### config.mk
export PLATFORM = sky130hd
export DESIGN_NAME = ir_adc_to_distance_interp_top
export DESIGN_NICKNAME = d
export VERILOG_FILES = /design/src/design/ir2d_pkg.sv /design/src/design/ir2d_serdiv.sv /design/src/design/ir_adc_to_distance_interp_top.sv
export VERILOG_INCLUDE_DIRS = /design/src /design/src/design
export SDC_FILE = /design/constraint.sdc
export NUM_CORES = 1
export LEC_CHECK = 0
export ABC_AREA = 1
export BUFFER_PORTS_ARGS = -buffer_cell sky130_fd_sc_hd__buf_2
export CAP_MARGIN = 10
export CORE_MARGIN = 1.5
export CORE_UTILIZATION = 55
export CTS_CLUSTER_DIAMETER = 200
export DETAILED_ROUTE_END_ITERATION = 10
export PLACE_DENSITY = 0.87
export SETUP_SLACK_MARGIN = 0.5
export SLEW_MARGIN = 0
export SYNTH_ARGS = -nofsm -noshare
export SYNTH_HDL_FRONTEND = slang
export SYNTH_HIERARCHICAL = 1
export SYNTH_SLANG_ARGS = --single-unit
### constraint.sdc
create_clock -name clk -period 3.8 [get_ports clk]
set_clock_uncertainty 0.15 [all_clocks]
set_input_delay 0.38 -clock clk [delete_from_list [all_inputs] [get_ports clk]]
set_output_delay 0.38 -clock clk [all_outputs]
set_load 0.1 [all_outputs]
### src/design/ir_adc_to_distance_interp_top_defines.svh
// assertion macros for the ir to distance top design file
`ifndef IR_ADC_TO_DISTANCE_INTERP_TOP_DEFINES_SVH
`define IR_ADC_TO_DISTANCE_INTERP_TOP_DEFINES_SVH

// same-cycle implication, clocked on clk, off while arst_n is low
`define IR2D_ASSERT_SAME(label, ante, cons) \
	label: assert property (@(posedge clk) disable iff (!arst_n) (ante) |-> (cons)) \
		else $error("ir2d check failed");

// next-cycle implication, clocked on clk, off while arst_n is low
`define IR2D_ASSERT_NEXT(label, ante, cons) \
	label: assert property (@(posedge clk) disable iff (!arst_n) (ante) |=> (cons)) \
		else $error("ir2d check failed");

`endif

### src/design/ir2d_pkg.sv
// types, constants and calibration table for the ir to distance block
`timescale 1ns / 1ps

package ir2d_pkg;

	// table and field sizes
	localparam int TABLE_POINTS = 15;
	localparam int ADC_BITS     = 12;
	localparam int MM_W         = 7;
	localparam int DD_W         = 4;
	localparam int QUO_W        = DD_W;
	localparam int NUM_W        = ADC_BITS + DD_W + 1;
	localparam int IDX_W        = $clog2(TABLE_POINTS);
	localparam int MCNT_W       = $clog2(DD_W);
	localparam int QCNT_W       = $clog2(QUO_W);
	localparam int PADDR_W      = 4;

	// calibration points, raw descending, distance ascending
	localparam logic [ADC_BITS-1:0] CAL_RAW [TABLE_POINTS] = '{
		12'd1815, 12'd1554, 12'd1317, 12'd1158, 12'd1032,
		12'd957,  12'd880,  12'd801,  12'd735,  12'd700,
		12'd645,  12'd581,  12'd538,  12'd451,  12'd395
	};
	localparam logic [MM_W-1:0] CAL_MM [TABLE_POINTS] = '{
		7'd20, 7'd25, 7'd30, 7'd35, 7'd40,
		7'd45, 7'd50, 7'd55, 7'd60, 7'd65,
		7'd70, 7'd75, 7'd80, 7'd90, 7'd100
	};

	// register word indexes
	typedef enum logic [1:0] {
		REG_LEFT_OFFSET    = 2'd0,
		REG_RIGHT_OFFSET   = 2'd1,
		REG_WALL_THRESHOLD = 2'd2
	} ir2d_reg_t;

	// sequencer states
	typedef enum logic [2:0] {
		ST_IDLE,
		ST_SEARCH,
		ST_MUL,
		ST_DIVGO,
		ST_DIV,
		ST_FIN
	} ir2d_state_t;

	// input item
	typedef struct packed {
		logic        side;
		logic [11:0] raw_adc;
	} ir2d_sample_t;

	// result item
	typedef struct packed {
		logic signed [7:0] range_mm;
		logic              wall_seen;
	} ir2d_result_t;

endpackage

### src/design/ir2d_serdiv.sv
// restoring divider, one quotient bit per cycle for small quotients
`timescale 1ns / 1ps

module ir2d_serdiv
	import ir2d_pkg::*;
(
	input  logic             clk,
	input  logic             arst_n,
	input  logic             start,
	input  logic [NUM_W-1:0] dividend,
	input  logic [NUM_W-1:0] divisor,
	output logic             done,
	output logic [QUO_W-1:0] quotient
);

	logic              run_q;
	logic              done_q;
	logic [QCNT_W-1:0] cnt_q;
	logic [NUM_W-1:0]  rem_q;
	logic [NUM_W-1:0]  dvs_q;
	logic [QUO_W-1:0]  quo_q;
	logic              ge;

	// trial subtract against the shifted divisor
	assign ge = (rem_q >= dvs_q);

	// step counter and completion strobe
	always_ff @(posedge clk or negedge arst_n) begin
		if (!arst_n) begin
			run_q  <= 1'b0;
			done_q <= 1'b0;
			cnt_q  <= '0;
		end else begin
			done_q <= run_q && (cnt_q == '0);
			if (start) begin
				run_q <= 1'b1;
				cnt_q <= QCNT_W'(QUO_W - 1);
			end else if (run_q) begin
				if (cnt_q == '0) begin
					run_q <= 1'b0;
				end else begin
					cnt_q <= cnt_q - 1'b1;
				end
			end
		end
	end

	// remainder, divisor and quotient shift registers
	always_ff @(posedge clk) begin
		if (start) begin
			rem_q <= dividend;
			dvs_q <= divisor << (QUO_W - 1);
			quo_q <= '0;
		end else if (run_q) begin
			if (ge) begin
				rem_q <= rem_q - dvs_q;
			end
			quo_q <= {quo_q[QUO_W-2:0], ge};
			dvs_q <= dvs_q >> 1;
		end
	end

	assign done     = done_q;
	assign quotient = quo_q;

endmodule

### src/design/ir_adc_to_distance_interp_top.sv
// ir sensor sample to millimetres by piecewise linear table lookup
`timescale 1ns / 1ps
`include "ir_adc_to_distance_interp_top_defines.svh"

// Usage:
// A sample (side, raw_adc) is taken at a clock edge where start is high and
// busy is low. busy stays high until the result has been produced. The result
// is shown on result, marked by done for exactly one cycle; the receiver has
// no way to hold it, so it must take the transfer in that cycle.
// Samples at or beyond either table end go straight to the result; samples
// inside segment k (k = 0 .. 13) first pass the search, the product and the
// divider. The segment search walks the table one point per cycle, the
// product is built by a 4-step shift-and-add and the rounded quotient by a
// 4-step restoring divider. busy drops in the done cycle, so the next start
// can be taken there; a new sample is taken only once the last is finished.
// Registers on the APB port: 0x0 left offset, 0x4 right offset, 0x8 wall
// threshold; the user must see that they are written only while busy is
// low, as the block itself does not enforce this. Reset clears the
// sequencer, the done strobe and all three registers to 0.

module ir_adc_to_distance_interp_top
	import ir2d_pkg::*;
(
	input  logic               clk,
	input  logic               arst_n,
	input  logic               start,
	output logic               busy,
	input  ir2d_sample_t       sample,
	output logic               done,
	output ir2d_result_t       result,
	input  logic               psel,
	input  logic               penable,
	input  logic               pwrite,
	input  logic [PADDR_W-1:0] paddr,
	input  logic [31:0]        pwdata,
	output logic [31:0]        prdata,
	output logic               pready
);

	ir2d_state_t         state_q, state_d;
	logic                done_q;
	logic [IDX_W-1:0]    idx_q;
	logic [MCNT_W-1:0]   mcnt_q;
	logic [MM_W-1:0]     left_off_q;
	logic [MM_W-1:0]     right_off_q;
	logic [7:0]          thr_q;

	logic                side_q;
	logic [ADC_BITS-1:0] raw_q;
	logic [MM_W-1:0]     mm_q;
	logic [ADC_BITS-1:0] den_q;
	logic [NUM_W-1:0]    mcand_q;
	logic [DD_W-1:0]     mplier_q;
	logic [NUM_W-1:0]    acc_q;
	ir2d_result_t        result_q;

	logic                accept;
	logic                cfg_wr;
	ir2d_reg_t           reg_sel;
	logic [ADC_BITS-1:0] raw_in;
	logic                clamp_far;
	logic                clamp_near;
	logic [IDX_W-1:0]    idx_nx;
	logic                hit;
	logic                div_start;
	logic                div_done;
	logic [QUO_W-1:0]    div_quo;
	logic [NUM_W-1:0]    div_dividend;
	logic [NUM_W-1:0]    div_divisor;
	logic [MM_W-1:0]     off_sel;
	logic signed [7:0]   corr_mm;

	// handshake and input decode
	assign busy       = (state_q != ST_IDLE);
	assign accept     = start && !busy;
	assign raw_in     = sample.raw_adc[ADC_BITS-1:0];
	assign clamp_far  = (raw_in <= CAL_RAW[TABLE_POINTS-1]);
	assign clamp_near = (raw_in >= CAL_RAW[0]);
	assign idx_nx     = idx_q + 1'b1;
	assign hit        = (raw_q >= CAL_RAW[idx_nx]);

	// config port
	assign pready  = 1'b1;
	assign cfg_wr  = psel && penable && pwrite && pready;
	assign reg_sel = ir2d_reg_t'(paddr[3:2]);

	always_comb begin
		case (reg_sel)
			REG_LEFT_OFFSET:    prdata = 32'(left_off_q);
			REG_RIGHT_OFFSET:   prdata = 32'(right_off_q);
			REG_WALL_THRESHOLD: prdata = 32'(thr_q);
			default:            prdata = '0;
		endcase
	end

	// next state and divider kick
	always_comb begin
		state_d   = state_q;
		div_start = 1'b0;
		case (state_q)
			ST_IDLE: begin
				if (accept) begin
					state_d = (clamp_far || clamp_near) ? ST_FIN : ST_SEARCH;
				end
			end
			ST_SEARCH: begin
				if (hit) begin
					state_d = (CAL_RAW[idx_q] == CAL_RAW[idx_nx]) ? ST_FIN : ST_MUL;
				end
			end
			ST_MUL: begin
				if (mcnt_q == '0) begin
					state_d = ST_DIVGO;
				end
			end
			ST_DIVGO: begin
				div_start = 1'b1;
				state_d   = ST_DIV;
			end
			ST_DIV: begin
				if (div_done) begin
					state_d = ST_FIN;
				end
			end
			ST_FIN: begin
				state_d = ST_IDLE;
			end
			default: begin
				state_d = ST_IDLE;
			end
		endcase
	end

	// control registers and configuration
	always_ff @(posedge clk or negedge arst_n) begin
		if (!arst_n) begin
			state_q     <= ST_IDLE;
			done_q      <= 1'b0;
			idx_q       <= '0;
			mcnt_q      <= '0;
			left_off_q  <= '0;
			right_off_q <= '0;
			thr_q       <= '0;
		end else begin
			state_q <= state_d;
			done_q  <= (state_q == ST_FIN);
			if (accept) begin
				idx_q <= '0;
			end else if (state_q == ST_SEARCH && !hit) begin
				idx_q <= idx_nx;
			end
			if (state_q == ST_SEARCH) begin
				mcnt_q <= MCNT_W'(DD_W - 1);
			end else if (state_q == ST_MUL) begin
				mcnt_q <= mcnt_q - 1'b1;
			end
			if (cfg_wr) begin
				case (reg_sel)
					REG_LEFT_OFFSET:    left_off_q  <= pwdata[MM_W-1:0];
					REG_RIGHT_OFFSET:   right_off_q <= pwdata[MM_W-1:0];
					REG_WALL_THRESHOLD: thr_q       <= pwdata[7:0];
					default:            ;
				endcase
			end
		end
	end

	// offset correction on the final distance, used by the wall compare
	assign off_sel = side_q ? right_off_q : left_off_q;
	assign corr_mm = $signed({1'b0, mm_q} - {1'b0, off_sel});

	// datapath: clamp, segment setup, shift-and-add product, result
	always_ff @(posedge clk) begin
		case (state_q)
			ST_IDLE: begin
				if (accept) begin
					side_q <= sample.side;
					raw_q  <= raw_in;
					mm_q   <= clamp_far ? CAL_MM[TABLE_POINTS-1] : CAL_MM[0];
				end
			end
			ST_SEARCH: begin
				if (hit) begin
					den_q    <= CAL_RAW[idx_q] - CAL_RAW[idx_nx];
					mcand_q  <= NUM_W'(CAL_RAW[idx_q] - raw_q) << 1;
					mplier_q <= DD_W'(CAL_MM[idx_nx] - CAL_MM[idx_q]);
					acc_q    <= '0;
					mm_q     <= CAL_MM[idx_q];
				end
			end
			ST_MUL: begin
				if (mplier_q[0]) begin
					acc_q <= acc_q + mcand_q;
				end
				mcand_q  <= mcand_q << 1;
				mplier_q <= mplier_q >> 1;
			end
			ST_DIV: begin
				if (div_done) begin
					mm_q <= CAL_MM[idx_q] + MM_W'(div_quo);
				end
			end
			ST_FIN: begin
				result_q.range_mm  <= corr_mm;
				result_q.wall_seen <= ($signed({{2{corr_mm[7]}}, corr_mm}) <
					$signed({2'b00, thr_q}));
			end
			default: ;
		endcase
	end

	// rounded quotient (2*num + den) / (2*den)
	assign div_dividend = acc_q + NUM_W'(den_q);
	assign div_divisor  = NUM_W'({den_q, 1'b0});

	ir2d_serdiv u_div (
		.clk      (clk),
		.arst_n   (arst_n),
		.start    (div_start),
		.dividend (div_dividend),
		.divisor  (div_divisor),
		.done     (div_done),
		.quotient (div_quo)
	);

	assign done   = done_q;
	assign result = result_q;

	// checks
	`IR2D_ASSERT_NEXT(a_done_pulse, done_q, !done_q)
	`IR2D_ASSERT_NEXT(a_accept_busy, start && !busy, busy)
	`IR2D_ASSERT_NEXT(a_fin_done, state_q == ST_FIN, done_q)
	`IR2D_ASSERT_SAME(a_search_range, state_q == ST_SEARCH, idx_q < IDX_W'(TABLE_POINTS - 1))
	`IR2D_ASSERT_SAME(a_range_limit, done_q, result_q.range_mm <= 8'sd100)

endmodule

==> results_dict.tcl <==
set metrics [dict create \
    status "complete, no violations" \
    fin_nets 1693 \
    layout_min_cycle_time_ns 3.301 \
    async_flop_share 0.2384 \
    num_vias 9931 \
    die_w_um 145.9 \
    totalWireLength_um 27830 \
    rsz0062_at_grt "true" \
    drtIter0Drc 887 \
    synth_enable_flop_cells 108 \
    syn_inst 1426 \
    placed_area_mm2 0.01181 \
    ys.flop_type "edfxtp_1" \
    slew_headroom 0.4270 \
    tightest_slew_ns 0.8594 \
    die-area_mm2 0.02127 \
    grt_util_all_layers 0.2582 \
    cts.sinks 151 \
    post-route-cell-area_mm2 0.01289 \
    whs_path_depth 1 \
    drc 0 \
    hold_violations 0 \
    areaGrowthSynthToFinish_pct 14.82 \
    ys_warn_count 6 \
    place_ws_ns 0.2805 \
    port_buffers 47 \
    wire_per_inst_um 15.42 \
    end_kind "register" \
    crit_required_ns 3.84 \
    fp-row-count 52 \
    hold_start "sample[11]" \
    first_pass_iters 6 \
    vias_per_cell 5.502 \
    setup_tns_ns 0 \
    place_congestion 0.9270 \
    critical_path_class "register to register" \
    reg2reg_depth 13 \
    drv_cap 0 \
    r2r-end "den_q[10]" \
    hold_class "primary input to register" \
    crit_slowest_cell "dfrtp_2" \
    slew_viol_final 0 \
    cts-buffers-inserted 17 \
    period_share 0.8687 \
    setup_viol 0 \
    dieHeight_um 145.9 \
    r2r-start "idx_q[1]" \
    grt_pass1_wl_um 44090 \
    dp_hpwl_um 20740 \
    critical_path.max_stage_delay_ns 0.41 \
    grt_max_degree 43 \
    r2r_slack_ns 0.50 \
    overflow 0 \
    clk_pin_slew_worst_paths_ns 0.07 \
    fp.coreArea_mm2 0.02010 \
    ant_nets 0 \
    crit_path_start_kind "register" \
    synth.avg_cell_area_um2 7.870 \
    start_util 0.5583 \
    fin_ws_ns 0.4988 \
    cts_tree "yes" \
    htreeDepth 4 \
    antenna_found_initial 0 \
    diodes 0 \
    cp_cell_sequence "ha_2 -> inv_2 -> buf_4 -> ha_1 -> o21ai_0 -> nand2_1 -> o21ai_0 -> ha_2 -> a21oi_2 -> nor2_1 -> a211oi_1 -> nand2_1 -> xor2_1" \
    cts_root_buf "clkbuf_16" \
    critPathMaxFanout 5 \
    ys_ff_latch 151 \
    yosysUniqueCellTypes 58 \
    final_common_cell "nand2_1" \
    syn_area_mm2 0.01122 \
    hold_path_end "raw_q[11]" \
    clock_latency_ns 0.44 \
    most-common-layout-cells "360 x nand2_1, 215 x inv_1, 108 x edfxtp_1, 104 x o21ai_0, 100 x ha_1" \
    clockBufferDepth 2 \
    yosysSeqAreaShare 0.3817 \
    drive_gt1_frac 0.1336 \
    grt_pass1_vias 9308 \
    io_pins 99 \
    fmax_mhz 302.9 \
    cp.arrival_ns 3.34 \
]
[cell usage after synthesis (all sizes together) (2+ instances only)]
cell type	instances	area, µm²
xnor2	19	166.4
a21o	3	22.52
o211ai	5	42.54
o21a	3	22.52
nor2	85	341.6
a21oi	97	489.2
fa	8	160.2
a21boi	3	26.27
o21bai	5	37.54
edfxtp	108	3243
conb	2	7.510
a22o	2	17.52
o221ai	6	52.55
o22ai	7	57.56
o31ai	6	45.04
ha	108	1351
nor3	16	90.09
and2	3	18.77
nand4	12	75.07
dfrtp	36	900.9
inv	227	854.6
nand3b	8	60.06
nand2	373	1428
nand3	51	265.3
buf	35	242.7
o21ai	133	665.6
xor2	19	166.4
a31oi	6	37.54
a22oi	3	22.52
or2	5	33.79
a211oi	3	22.52
clkbuf	14	52.55
dfxtp	7	140.1
[layer usage]
| layer | vias up | wire length [µm] | global-route usage |
|---|---|---|---|
| li1 | 4881 | - | - |
| met1 | 4624 | 11870 | 0.3319 |
| met5 | - | 0 | 0 |
| met2 | 370 | 13480 | 0.4371 |
| met3 | 56 | 1686 | 0.03981 |
| met4 | 0 | 797 | 0.1036 |
[critical path: cells and delay by family, from the launching register on]
kind                     cells  cell delay (ns)
AO/OA/AOI/OAI                4             0.94
adder cells (fa/ha/maj)      3             0.88
flip-flops                   1             0.41
AND/OR/NAND/NOR              3             0.28
buffers and inverters        2             0.24
XOR/XNOR                     1             0.15
[logic make-up after synthesis]
| family | Yosys count | share of synthesized area |
|---|---|---|
| AOI/OAI and AO/OA | 286 | 0.1423 |
| other | 2 | 0.0006691 |
| buffers and inverters | 276 | 0.1025 |
| and+or+nand+nor | 557 | 0.2086 |
| adders and majority gates | 116 | 0.1347 |
| DFF | 151 | 0.3817 |
| xor gates and xnor gates | 38 | 0.02965 |
[through the flow]
stage	util	instances	hold slack (ns)
after floorplan	-	1451	-0.06559
after global placement	0.5876	1742	0.3016
after detailed placement	0.5876	1742	0.3256
after CTS	0.6269	1787	0.009239
after global routing	0.6410	1805	0.005349
final	0.6410	1805	0.01538
[sequential cells by signal, summed over array words and instances, names as in the netlist, 8 cells and up]
register / flops
raw_q: 12
u_div/dvs_q: 17
mcand_q: 16
result: 9
u_div/rem_q: 17
acc_q: 16
den_q: 12
thr_q: 8
[how the worst max path moves through the flow]
stage | start | endpoint | slack (ns) | depth (start not counted)
2_1_floorplan | idx_q[1] | den_q[10] | 0.50 | 18
4_1_cts | idx_q[2] | den_q[10] | 0.50 | 12
3_3_place_gp | idx_q[0] | mm_q[0] | 0.27 | 25
6_report | idx_q[1] | den_q[10] | 0.50 | 13
3_5_place_dp | idx_q[1] | mm_q[3] | 0.28 | 25
5_1_grt | idx_q[1] | acc_q[7] | 0.38 | 26
[final cells by class]
type / count / area, µm²
Timing Repair Buffer: 100 / 685.7
Fill cell: 1619 / 7218
Multi-Input combinational cell: 1024 / 6097
Tap cell: 270 / 337.8
Sequential cell: 151 / 4288
Inverter: 227 / 867.1
Clock buffer: 17 / 425.4
Clock inverter: 15 / 178.9
Timing Repair inverter: 1 / 6.256
[timing repair]
action	in CTS	in global routing
hold buffers	13	0
pin swaps	1	11
endpoints found under the hold margin	48	0
resized for setup	16	53
endpoints found under the setup margin	68	79
buffers inserted	0	17
gates cloned	0	1
Power is not shown: default switching activity piles up to over one toggle a cycle in this logic, so the estimate is an artifact.
